--- config.mk ---
export PLATFORM = sky130hd
export DESIGN_NAME = register_access_frame_bridge
export DESIGN_NICKNAME = d
export VERILOG_FILES = /design/src/hdl/rafb_pkg.sv /design/src/hdl/rafb_ram.sv /design/src/hdl/rafb_queue.sv /design/src/hdl/rafb_front.sv /design/src/hdl/rafb_back.sv /design/src/hdl/register_access_frame_bridge.sv
export SDC_FILE = /design/constraint.sdc
export NUM_CORES = 2
export LEC_CHECK = 0
export BUFFER_PORTS_ARGS = -buffer_cell sky130_fd_sc_hd__buf_2
export CAP_MARGIN = 20
export CORE_MARGIN = 3
export CORE_UTILIZATION = 40
export CTS_CLUSTER_DIAMETER = 40
export CTS_CLUSTER_SIZE = 40
export DETAILED_ROUTE_END_ITERATION = 7
export SETUP_SLACK_MARGIN = 0.5
export SLEW_MARGIN = 15
export SYNTH_ARGS = -nofsm -noshare
export SYNTH_HDL_FRONTEND = slang
export SYNTH_SLANG_ARGS = --single-unit
--- constraint.sdc ---
create_clock -name clk -period 8.6 [get_ports clk]
set_input_delay 2.15 -clock clk [delete_from_list [all_inputs] [get_ports clk]]
set_output_delay 2.15 -clock clk [all_outputs]
set_load 0.005 [all_outputs]
--- src/hdl/rafb_pkg.sv ---
`timescale 1ns / 1ps
`default_nettype none

package rafb_pkg;

	// default size of the memory window in bytes
	localparam int MEM_BYTES_DEF = 256;

	// command and reply codes
	localparam logic [7:0] CMD_READ     = 8'h0a;
	localparam logic [7:0] CMD_REPLY    = 8'h0b;
	localparam logic [7:0] REPLY_STATUS = 8'h00;

	// window base after reset
	localparam logic [15:0] BASE_RESET = 16'h4000;

	// header layout
	localparam int          HDR_BYTES = 8;
	localparam logic [2:0]  HDR_CMD   = 3'd0;
	localparam logic [2:0]  HDR_LENH  = 3'd4;
	localparam logic [2:0]  HDR_LENL  = 3'd5;
	localparam logic [2:0]  HDR_ADDRH = 3'd6;
	localparam logic [2:0]  HDR_LAST  = 3'(HDR_BYTES - 1);

	// reply frame prefix length (reply code, length pair, status)
	localparam int REPLY_PREFIX = 4;

	// one result word as it leaves the back end
	typedef struct packed {
		logic [63:0] word;
		logic [3:0]  count;
		logic        last;
		logic        clamped;
	} resp_t;

endpackage

`default_nettype wire

--- src/hdl/rafb_ram.sv ---
`timescale 1ns / 1ps
`default_nettype none

module rafb_ram #(
	parameter int WIDTH = 8,
	parameter int DEPTH = 256
) (
	input  wire logic                     clk,
	input  wire logic                     we,
	input  wire logic [$clog2(DEPTH)-1:0] waddr,
	input  wire logic [WIDTH-1:0]         wdata,
	input  wire logic                     re,
	input  wire logic [$clog2(DEPTH)-1:0] raddr,
	output logic      [WIDTH-1:0]         rdata
);

	logic [WIDTH-1:0] mem_q [DEPTH];

	// write port
	always_ff @(posedge clk) begin
		if (we) begin
			mem_q[waddr] <= wdata;
		end
	end

	// registered read port, holds while re is low
	always_ff @(posedge clk) begin
		if (re) begin
			rdata <= mem_q[raddr];
		end
	end

endmodule

`default_nettype wire

--- src/hdl/rafb_queue.sv ---
`timescale 1ns / 1ps
`default_nettype none

module rafb_queue #(
	parameter int WIDTH = 8
) (
	input  wire logic             clk,
	input  wire logic             arst_n,
	input  wire logic             push,
	input  wire logic [WIDTH-1:0] push_data,
	output logic                  full,
	input  wire logic             pop,
	output logic      [WIDTH-1:0] head_data,
	output logic                  empty
);

	logic [WIDTH-1:0] data_q [2];
	logic             wr_q;
	logic             rd_q;
	logic [1:0]       cnt_q;

	assign full      = (cnt_q == 2'd2);
	assign empty     = (cnt_q == 2'd0);
	assign head_data = data_q[rd_q];

	// entry storage
	always_ff @(posedge clk) begin
		if (push && !full) begin
			data_q[wr_q] <= push_data;
		end
	end

	// pointers and fill count
	always_ff @(posedge clk or negedge arst_n) begin
		if (!arst_n) begin
			wr_q  <= 1'b0;
			rd_q  <= 1'b0;
			cnt_q <= 2'd0;
		end else begin
			if (push && !full) begin
				wr_q <= ~wr_q;
			end
			if (pop && !empty) begin
				rd_q <= ~rd_q;
			end
			case ({push && !full, pop && !empty})
				2'b10:   cnt_q <= cnt_q + 2'd1;
				2'b01:   cnt_q <= cnt_q - 2'd1;
				default: cnt_q <= cnt_q;
			endcase
		end
	end

endmodule

`default_nettype wire

--- src/hdl/rafb_front.sv ---
`timescale 1ns / 1ps
`default_nettype none

module rafb_front #(
	parameter int MEM_BYTES = rafb_pkg::MEM_BYTES_DEF
) (
	input  wire logic                          clk,
	input  wire logic                          arst_n,
	input  wire logic                          in_valid,
	output logic                               in_ready,
	input  wire logic [7:0]                    stream_byte,
	input  wire logic                          new_session,
	input  wire logic [15:0]                   window_base,
	input  wire logic                          busy,
	input  wire logic                          q_full,
	output logic                               q_push,
	output logic [2*$clog2(MEM_BYTES)+2:0]     q_data,
	output logic                               ram_we,
	output logic [$clog2(MEM_BYTES)-1:0]       ram_waddr,
	output logic [7:0]                         ram_wdata
);

	import rafb_pkg::*;

	localparam int AW = $clog2(MEM_BYTES);
	localparam int LW = AW + 1;

	logic           clearing_q;
	logic [AW-1:0]  clr_q;
	logic [2:0]     hidx_q;
	logic           in_pay_q;
	logic [15:0]    left_q;
	logic [AW-1:0]  wp_q;
	logic           allow_q;
	logic [7:0]     cmd_q;
	logic [7:0]     lenh_q;
	logic [7:0]     lenl_q;
	logic [7:0]     addrh_q;

	logic           eff_pay;
	logic [2:0]     eff_idx;
	logic [15:0]    len16;
	logic [15:0]    addr16;
	logic           is_read;
	logic           final_hdr;
	logic           clamped;
	logic [LW-1:0]  rd_len;
	logic [16:0]    span_len;
	logic [16:0]    diff;
	logic [16:0]    reach;
	logic           in_win;
	logic [AW-1:0]  off;
	logic           acc;

	// header decode and window check on the last header byte
	always_comb begin
		eff_pay   = in_pay_q && !new_session;
		eff_idx   = new_session ? HDR_CMD : hidx_q;
		len16     = {lenh_q, lenl_q};
		addr16    = {addrh_q, stream_byte};
		is_read   = (cmd_q == CMD_READ);
		final_hdr = !eff_pay && (eff_idx == HDR_LAST);
		clamped   = (len16 > 16'(MEM_BYTES));
		rd_len    = clamped ? LW'(MEM_BYTES) : len16[LW-1:0];
		span_len  = is_read ? 17'(rd_len) : {1'b0, len16};
		diff      = {1'b0, addr16} - {1'b0, window_base};
		reach     = {1'b0, diff[15:0]} + span_len;
		in_win    = !diff[16] && (reach <= 17'(MEM_BYTES));
		off       = diff[AW-1:0];
	end

	// handshake: stall while clearing, hold memory writes while a read frame is pending and read headers on a full queue
	always_comb begin
		in_ready = !clearing_q
			&& !(eff_pay && allow_q && busy)
			&& !(final_hdr && is_read && q_full);
		acc    = in_valid && in_ready;
		q_push = acc && final_hdr && is_read;
		q_data = {off, rd_len, in_win, clamped};
	end

	// memory write port: clearing sweep first, then payload bytes
	always_comb begin
		if (clearing_q) begin
			ram_we    = 1'b1;
			ram_waddr = clr_q;
			ram_wdata = 8'h00;
		end else begin
			ram_we    = acc && eff_pay && allow_q;
			ram_waddr = wp_q;
			ram_wdata = stream_byte;
		end
	end

	// clearing sweep after reset
	always_ff @(posedge clk or negedge arst_n) begin
		if (!arst_n) begin
			clearing_q <= 1'b1;
			clr_q      <= '0;
		end else if (clearing_q) begin
			clr_q <= clr_q + AW'(1);
			if (clr_q == AW'(MEM_BYTES - 1)) begin
				clearing_q <= 1'b0;
			end
		end
	end

	// stored header fields
	always_ff @(posedge clk) begin
		if (acc && !eff_pay) begin
			case (eff_idx)
				HDR_CMD:   cmd_q   <= stream_byte;
				HDR_LENH:  lenh_q  <= stream_byte;
				HDR_LENL:  lenl_q  <= stream_byte;
				HDR_ADDRH: addrh_q <= stream_byte;
				default:   ;
			endcase
		end
	end

	// parser state
	always_ff @(posedge clk or negedge arst_n) begin
		if (!arst_n) begin
			hidx_q   <= 3'd0;
			in_pay_q <= 1'b0;
			left_q   <= 16'd0;
			wp_q     <= '0;
			allow_q  <= 1'b0;
		end else if (acc) begin
			if (new_session) begin
				allow_q <= 1'b0;
			end
			if (eff_pay) begin
				wp_q   <= wp_q + AW'(1);
				left_q <= left_q - 16'd1;
				if (left_q == 16'd1) begin
					in_pay_q <= 1'b0;
					allow_q  <= 1'b0;
				end
			end else if (eff_idx == HDR_LAST) begin
				hidx_q   <= 3'd0;
				in_pay_q <= 1'b0;
				if (!is_read && len16 != 16'd0) begin
					in_pay_q <= 1'b1;
					left_q   <= len16;
					allow_q  <= in_win;
					wp_q     <= off;
				end
			end else begin
				hidx_q   <= eff_idx + 3'd1;
				in_pay_q <= 1'b0;
			end
		end
	end

endmodule

`default_nettype wire

--- src/hdl/rafb_back.sv ---
`timescale 1ns / 1ps
`default_nettype none

module rafb_back #(
	parameter int MEM_BYTES = rafb_pkg::MEM_BYTES_DEF
) (
	input  wire logic                          clk,
	input  wire logic                          arst_n,
	input  wire logic                          q_empty,
	input  wire logic [2*$clog2(MEM_BYTES)+2:0] q_data,
	output logic                               q_pop,
	output logic                               active,
	output logic                               ram_re,
	output logic [$clog2(MEM_BYTES)-1:0]       ram_raddr,
	input  wire logic [7:0]                    ram_rdata,
	output logic                               out_valid,
	input  wire logic                          out_ready,
	output rafb_pkg::resp_t                    resp
);

	import rafb_pkg::*;

	localparam int AW = $clog2(MEM_BYTES);
	localparam int LW = AW + 1;
	localparam int PW = AW + 2;

	// command fields from the queue head
	logic [AW-1:0]  h_off;
	logic [LW-1:0]  h_len;
	logic           h_inside;
	logic           h_clamped;

	logic           active_q;
	logic [AW-1:0]  off_q;
	logic [PW-1:0]  pos_q;
	logic [PW-1:0]  lastpos_q;
	logic [15:0]    flen_q;
	logic           inside_q;
	logic           clamped_q;

	logic           v_s1;
	logic [7:0]     hb_s1;
	logic           data_s1;
	logic           last_s1;
	logic           clamped_s1;

	logic [63:0]    word_q;
	logic [2:0]     cnt_q;
	logic           out_valid_q;
	resp_t          out_q;

	logic           out_free;
	logic [7:0]     byte_s1;
	logic           finish;
	logic           take;
	logic           adv;
	logic           load;
	logic           is_last;
	logic [7:0]     hb;
	logic [2:0]     lane;
	logic [63:0]    new_word;

	assign {h_off, h_len, h_inside, h_clamped} = q_data;
	assign active    = active_q;
	assign out_valid = out_valid_q;
	assign resp      = out_q;

	// prefix bytes of the reply frame
	always_comb begin
		hb = 8'h00;
		if (pos_q < PW'(REPLY_PREFIX)) begin
			case (pos_q[1:0])
				2'd0:    hb = CMD_REPLY;
				2'd1:    hb = flen_q[15:8];
				2'd2:    hb = flen_q[7:0];
				default: hb = REPLY_STATUS;
			endcase
		end
	end

	// flow control across issue, byte and packing stages
	always_comb begin
		out_free  = !out_valid_q || out_ready;
		byte_s1   = data_s1 ? ram_rdata : hb_s1;
		finish    = last_s1 || (cnt_q == 3'd7);
		take      = v_s1 && (!finish || out_free);
		adv       = active_q && (!v_s1 || take);
		load      = !active_q && !q_empty;
		q_pop     = load;
		is_last   = (pos_q == lastpos_q);
		ram_re    = adv;
		ram_raddr = off_q + AW'(pos_q - PW'(REPLY_PREFIX));
		lane      = 3'd7 - cnt_q;
		new_word  = word_q;
		new_word[{lane, 3'b000} +: 8] = byte_s1;
	end

	// frame command registers
	always_ff @(posedge clk) begin
		if (load) begin
			off_q     <= h_off;
			lastpos_q <= PW'(h_len) + PW'(REPLY_PREFIX - 1);
			flen_q    <= 16'(h_len) + 16'(REPLY_PREFIX);
			inside_q  <= h_inside;
			clamped_q <= h_clamped;
		end
	end

	// byte position within the frame
	always_ff @(posedge clk or negedge arst_n) begin
		if (!arst_n) begin
			active_q <= 1'b0;
			pos_q    <= '0;
		end else if (load) begin
			active_q <= 1'b1;
			pos_q    <= '0;
		end else if (adv) begin
			pos_q <= pos_q + PW'(1);
			if (is_last) begin
				active_q <= 1'b0;
			end
		end
	end

	// byte stage, aligned with the memory read data
	always_ff @(posedge clk) begin
		if (adv) begin
			hb_s1      <= hb;
			data_s1    <= inside_q && (pos_q >= PW'(REPLY_PREFIX));
			last_s1    <= is_last;
			clamped_s1 <= clamped_q;
		end
	end

	always_ff @(posedge clk or negedge arst_n) begin
		if (!arst_n) begin
			v_s1 <= 1'b0;
		end else if (adv) begin
			v_s1 <= 1'b1;
		end else if (take) begin
			v_s1 <= 1'b0;
		end
	end

	// packing of bytes into words, first byte at the top
	always_ff @(posedge clk or negedge arst_n) begin
		if (!arst_n) begin
			word_q <= '0;
			cnt_q  <= 3'd0;
		end else if (take) begin
			if (finish) begin
				word_q <= '0;
				cnt_q  <= 3'd0;
			end else begin
				word_q <= new_word;
				cnt_q  <= cnt_q + 3'd1;
			end
		end
	end

	// output register
	always_ff @(posedge clk) begin
		if (take && finish) begin
			out_q.word    <= new_word;
			out_q.count   <= 4'(cnt_q) + 4'd1;
			out_q.last    <= last_s1;
			out_q.clamped <= clamped_s1;
		end
	end

	always_ff @(posedge clk or negedge arst_n) begin
		if (!arst_n) begin
			out_valid_q <= 1'b0;
		end else if (take && finish) begin
			out_valid_q <= 1'b1;
		end else if (out_ready) begin
			out_valid_q <= 1'b0;
		end
	end

endmodule

`default_nettype wire

--- src/hdl/register_access_frame_bridge.sv ---
// Register access frame bridge. Takes a command stream one byte per item and
// parses 8-byte headers (command, big-endian length at bytes 4-5, big-endian
// address at bytes 6-7). A read command (0x0a) produces a reply frame of 0x0b,
// the frame length (4 + len) and a zero status, followed by len bytes from a
// MEM_BYTES memory window starting at window_base, or zeros if the span falls
// outside it; the frame leaves packed eight bytes per word, first byte at the
// top, out_last on the final word. Read lengths above MEM_BYTES are clamped and
// flagged on len_clamped. Any other command is a write whose payload is stored
// only if the whole span lies inside the window. Header and payload bytes are
// taken one per cycle unless the sweep, a full queue or a pending read holds
// them. A read frame leaves the queue and then passes through the back end
// one byte per cycle through the single read port of the window memory, while
// the output is not stalled; two read commands can queue behind it, and
// payload bytes of an in-window write wait until all queued reads have read
// their data. After reset the window memory is swept to zero, during which
// no item is taken; window_base may be written at any time the block is idle
// and is always ready.
`timescale 1ns / 1ps
`default_nettype none

module register_access_frame_bridge #(
	parameter int MEM_BYTES = rafb_pkg::MEM_BYTES_DEF
) (
	input  wire logic        clk,
	input  wire logic        arst_n,
	input  wire logic        cfg_valid,
	output logic             cfg_ready,
	input  wire logic [15:0] cfg_data,
	input  wire logic        in_valid,
	output logic             in_ready,
	input  wire logic [7:0]  stream_byte,
	input  wire logic        new_session,
	output logic             out_valid,
	input  wire logic        out_ready,
	output logic [63:0]      out_word,
	output logic [3:0]       out_count,
	output logic             out_last,
	output logic             len_clamped
);

	import rafb_pkg::*;

	localparam int AW = $clog2(MEM_BYTES);
	localparam int QW = 2 * AW + 3;

	logic [15:0]   base_q;
	logic          busy;
	logic          back_active;
	logic          q_full;
	logic          q_empty;
	logic          q_push;
	logic          q_pop;
	logic [QW-1:0] q_wdata;
	logic [QW-1:0] q_rdata;
	logic          ram_we;
	logic [AW-1:0] ram_waddr;
	logic [7:0]    ram_wdata;
	logic          ram_re;
	logic [AW-1:0] ram_raddr;
	logic [7:0]    ram_rdata;
	resp_t         resp;

	// window base register
	assign cfg_ready = 1'b1;

	always_ff @(posedge clk or negedge arst_n) begin
		if (!arst_n) begin
			base_q <= BASE_RESET;
		end else if (cfg_valid) begin
			base_q <= cfg_data;
		end
	end

	// a read frame still owes memory reads
	assign busy = back_active || !q_empty;

	rafb_front #(
		.MEM_BYTES(MEM_BYTES)
	) u_front (
		.clk        (clk),
		.arst_n     (arst_n),
		.in_valid   (in_valid),
		.in_ready   (in_ready),
		.stream_byte(stream_byte),
		.new_session(new_session),
		.window_base(base_q),
		.busy       (busy),
		.q_full     (q_full),
		.q_push     (q_push),
		.q_data     (q_wdata),
		.ram_we     (ram_we),
		.ram_waddr  (ram_waddr),
		.ram_wdata  (ram_wdata)
	);

	rafb_queue #(
		.WIDTH(QW)
	) u_queue (
		.clk      (clk),
		.arst_n   (arst_n),
		.push     (q_push),
		.push_data(q_wdata),
		.full     (q_full),
		.pop      (q_pop),
		.head_data(q_rdata),
		.empty    (q_empty)
	);

	rafb_ram #(
		.WIDTH(8),
		.DEPTH(MEM_BYTES)
	) u_ram (
		.clk  (clk),
		.we   (ram_we),
		.waddr(ram_waddr),
		.wdata(ram_wdata),
		.re   (ram_re),
		.raddr(ram_raddr),
		.rdata(ram_rdata)
	);

	rafb_back #(
		.MEM_BYTES(MEM_BYTES)
	) u_back (
		.clk      (clk),
		.arst_n   (arst_n),
		.q_empty  (q_empty),
		.q_data   (q_rdata),
		.q_pop    (q_pop),
		.active   (back_active),
		.ram_re   (ram_re),
		.ram_raddr(ram_raddr),
		.ram_rdata(ram_rdata),
		.out_valid(out_valid),
		.out_ready(out_ready),
		.resp     (resp)
	);

	// result fields
	assign out_word    = resp.word;
	assign out_count   = resp.count;
	assign out_last    = resp.last;
	assign len_clamped = resp.clamped;

endmodule

`default_nettype wire

==> run summary <==
Tmin final: 5.91 ns
Clock sink total: 2375
Share of cells above drive strength 1: 24.7%
Reg2reg setup slack: 3.01 ns
Worst VDD drop: 0.000403 V
Distinct cell type count after synthesis: 83
Utilization after layout: 46.7%
GP Congestion: 0.818
First-pass GRT wire length: 346000 um
CP peak stage delay: 0.41 ns
CP Max Fanout: 9
IO Pins: 103
Nets@finish: 5397
Worst path required time: 9.41 ns
Setup repair bufs after CTS: 0
HP Class: flop to flop
Number of synthesized register bits: 2375
Initial antenna violation count: 9
Area Overhead vs Synth: 15.7%
Die Y: 493 um
Crit-path cells: buf_2 -> inv_1 -> ha_1 -> inv_1 -> fa_1 -> a21o_1 -> a2111o_1 -> a21o_1 -> a211o_1 -> a31oi_1 -> xnor2_1 -> ha_1 -> a21o_1 -> a21oi_1 -> o221a_2 -> o211a_1 -> o21ai_0 -> a2111oi_4 -> nand3_2 -> o41ai_2
Switching power: 0.0138 W
Period utilization: 68.7%
Final ANT Viol Nets: 0
Core area: 236000 um^2
Int Pwr: 0.0259 W
Initial drt markers: 5666
WL final: 236000 um
Max transition margin: 12.3%
Setup Viol. Count Final: 0
Cells after Synth: 5064
Setup ws final: 2.69 ns
Syn nets: 5164
Startpoint Class: input pin
Max Freq: 169 MHz
Post-DP HPWL: 136000 um
DR WL/cell: 27.1 um
CP max-delay cell: a2111o_1
Vias in the first global route: 49800
Clk root buf: clkbuf_16
Crit path buf inv count: 3
Max cap viols: 0
Compound-cell area share of the yosys netlist: 3.38%
H-tree levels: 5
Clock share of power: 32.9%
Synthesized cell area: 95000 um^2
Routed vias/inst: 5.65
XOR/XNOR Fraction of Synth Area: 0.647%
Die X-Extent: 493 um
Worst hold margin: 0.429 ns
Most used DFF post-synth: edfxtp_1
Post-CTS resize count: 0
DRC viols: 0
Syn. warnings: 0
Overflow after GRT: 0
Hold buffer count at cts: 0
Starting density of the core: 40.3%
Worst slew pin tran: 1.31 ns
Setup Crit Path Kind: input pin to flop
Seq/Total Area, Yosys: 74.4%
CTS tree: built
Unrepaired setup endpoints after global routing: no
DR pass1 iterations: 6
Post-Synth Adder-Cell Area: 0.946%
Largest delay share family, worst path: compound AO/OA/AOI/OAI gates
Largest family of logic cells by synthesized area: multiplexers
PortBufs: 101
CP arrival: 6.71 ns
Largest net degree at the start of global routing: 181
Status: finished clean
Worst-Skew Late Latency: 0.92 ns
Die area: 243000 um^2
Setup_tns: 0 ns
Pwr dens: 361 nW/um^2
Worst Setup End Kind: flop
Final-report hold violation count: 0
Simple logic cell fraction of the synthesized area: 5.17%
Final Skew: 0.0541 ns
P_leak: 35.7 nW
Fin. max-slew vios: 0
Comb pwr share: 33.4%
Num rows: 178
Syn avg cell area: 18.8 um^2
Ys async rst share: 5.81%
Gr usage total: 19.3%
Sw Ratio: 34.7%
Mux share of post-synthesis cell area: 13.9%
CP most frequent cell: a21o_1
Flop pwr share: 33.7%
Vias: 49100
Worst-case clock buffer depth: 4
Post-synth EDFFs: 2237
Clock transition at path regs: 0.06 ns
Num CTS Buffers: 321
DP Worst Slack: 1.80 ns
[cell usage after synthesis, types with 24 or more instances]
cell type / n / area share, %
edfxtp_1: 2237 / 71
mux4_2: 543 / 13
nand2_1: 455 / 1.8
nor2_1: 337 / 1.3
clkbuf_1: 169 / 0.67
dfrtp_1: 136 / 3.6
o21ai_0: 116 / 0.61
nand3_1: 102 / 0.54
inv_1: 80 / 0.32
mux2i_1: 77 / 0.81
ha_1: 67 / 0.88
a32o_1: 66 / 0.70
buf_2: 62 / 0.33
a21oi_1: 58 / 0.31
a32oi_1: 58 / 0.53
xnor2_1: 47 / 0.43
nand4_1: 40 / 0.26
buf_4: 29 / 0.23
or2_2: 29 / 0.19
nor3_1: 26 / 0.14
and3_1: 24 / 0.16
nor2b_1: 24 / 0.16
[final timing paths]
kind,start,endpoint,cells past startpoint
hold / removal,u_back.clamped_s1$_DFFE_PP_,u_back.resp[0]$_DFFE_PP_,0
setup reg to reg,u_back.pos_q[1]$_DFFE_PN0P_,u_ram.rdata[4]$_DFFE_PP_,10
min in group asynchronous,arst_n,base_q[13]$_DFFE_PN0P_,1
hold reg to reg,u_back.clamped_s1$_DFFE_PP_,u_back.resp[0]$_DFFE_PP_,0
max in group asynchronous,arst_n,u_back.word_q[13]$_DFFE_PN0P_,2
setup / recovery,stream_byte[0],u_front.allow_q$_DFFE_PN0P_,20
[metal layers]
metal	global-route usage, %	vias to the layer above	wire (um)
met5	0	-	0
met4	5.92	0	6240
met3	3.47	346	16600
met2	30.7	1846	114000
met1	27.1	26000	98700
li1	-	21000	-
[cells in the final DEF, fill, tap and decap left out, types with 14 or more instances in the layout]
cell        Yosys  layout
clkbuf_16       0     324
a32oi_1        58      58
buf_12          0      19
nand4_1        40      40
xor2_1         20      20
clkbuf_1      169      15
clkinv_2        0      35
inv_1          80      80
nor2_1        337     329
a21o_1         14      14
xnor2_1        47      46
buf_4          29      69
ha_1           67      65
nand2_1       455     438
nand2b_1       17      17
nand2_2         0      17
and3_1         24      24
nand3_1       102     102
nor3_1         26      26
inv_6           0      48
bufinv_16       0      25
mux2_2         16      16
a21oi_1        58      58
nor2b_1        24      16
dfrtp_1       136     135
or2_2          29      29
mux4_2        543     543
mux2i_1        77      77
clkinv_1        0      21
inv_8           0      29
clkinvlp_4      0      26
clkinv_4        0      29
a32o_1         66      66
buf_2          62     100
o21ai_0       116     116
edfxtp_1     2237    2237
and2_1         19      20
[cell type report]
type	instances	area [um^2]
Fill cell	19700	126000
Sequential cell	2375	70600
Multi-Input combinational cell	2327	23000
Clock buffer	343	8220
Tap cell	3150	3940
Clock inverter	223	2360
Timing Repair Buffer	192	1440
Inverter	80	300
Antenna cell	3	7.51
[cell families (layout without fill, tap and decap cells)]
group | after synthesis | count (layout)
compound gates | 436 | 436
buf+inv | 362 | 838
xor+xnor | 68 | 68
mux | 636 | 636
simple gates | 1116 | 1116
flops | 2375 | 2375
fa+ha+maj | 70 | 70
other cells | 1 | 4
[sequential cells by signal, summed over array words and instances, names as in the netlist, 10 cells and up]
signal / count
u_front.left_q: 16
u_back.word_q: 64
base_q: 16
u_back.pos_q: 10
u_back.flen_q: 10
u_ram.mem_q: 2048
u_back.lastpos_q: 10
u_back.resp: 70
u_queue.data_q: 38
[stage by stage]
step | area (um^2) | cells | total power (W)
after floorplan | 95000 | 5064 | 0.0220
after global placement | 99300 | 8121 | 0.0268
after detailed placement | 99400 | 8123 | 0.0269
after CTS | 110000 | 8689 | 0.0400
after global routing | 110000 | 8691 | 0.0411
final | 110000 | 8693 | 0.0397
[power groups by stage]
stage / clock network, W / logic [W] / registers (W)
4_1_cts: 0.0133 / 0.0133 / 0.0133
2_1_floorplan: 0 / 0.00852 / 0.0135
3_3_place_gp: 0 / 0.0132 / 0.0136
6_report: 0.0131 / 0.0132 / 0.0133
5_1_grt: 0.0138 / 0.0140 / 0.0134
3_5_place_dp: 0 / 0.0133 / 0.0136
(Power assumes the default switching activity.)
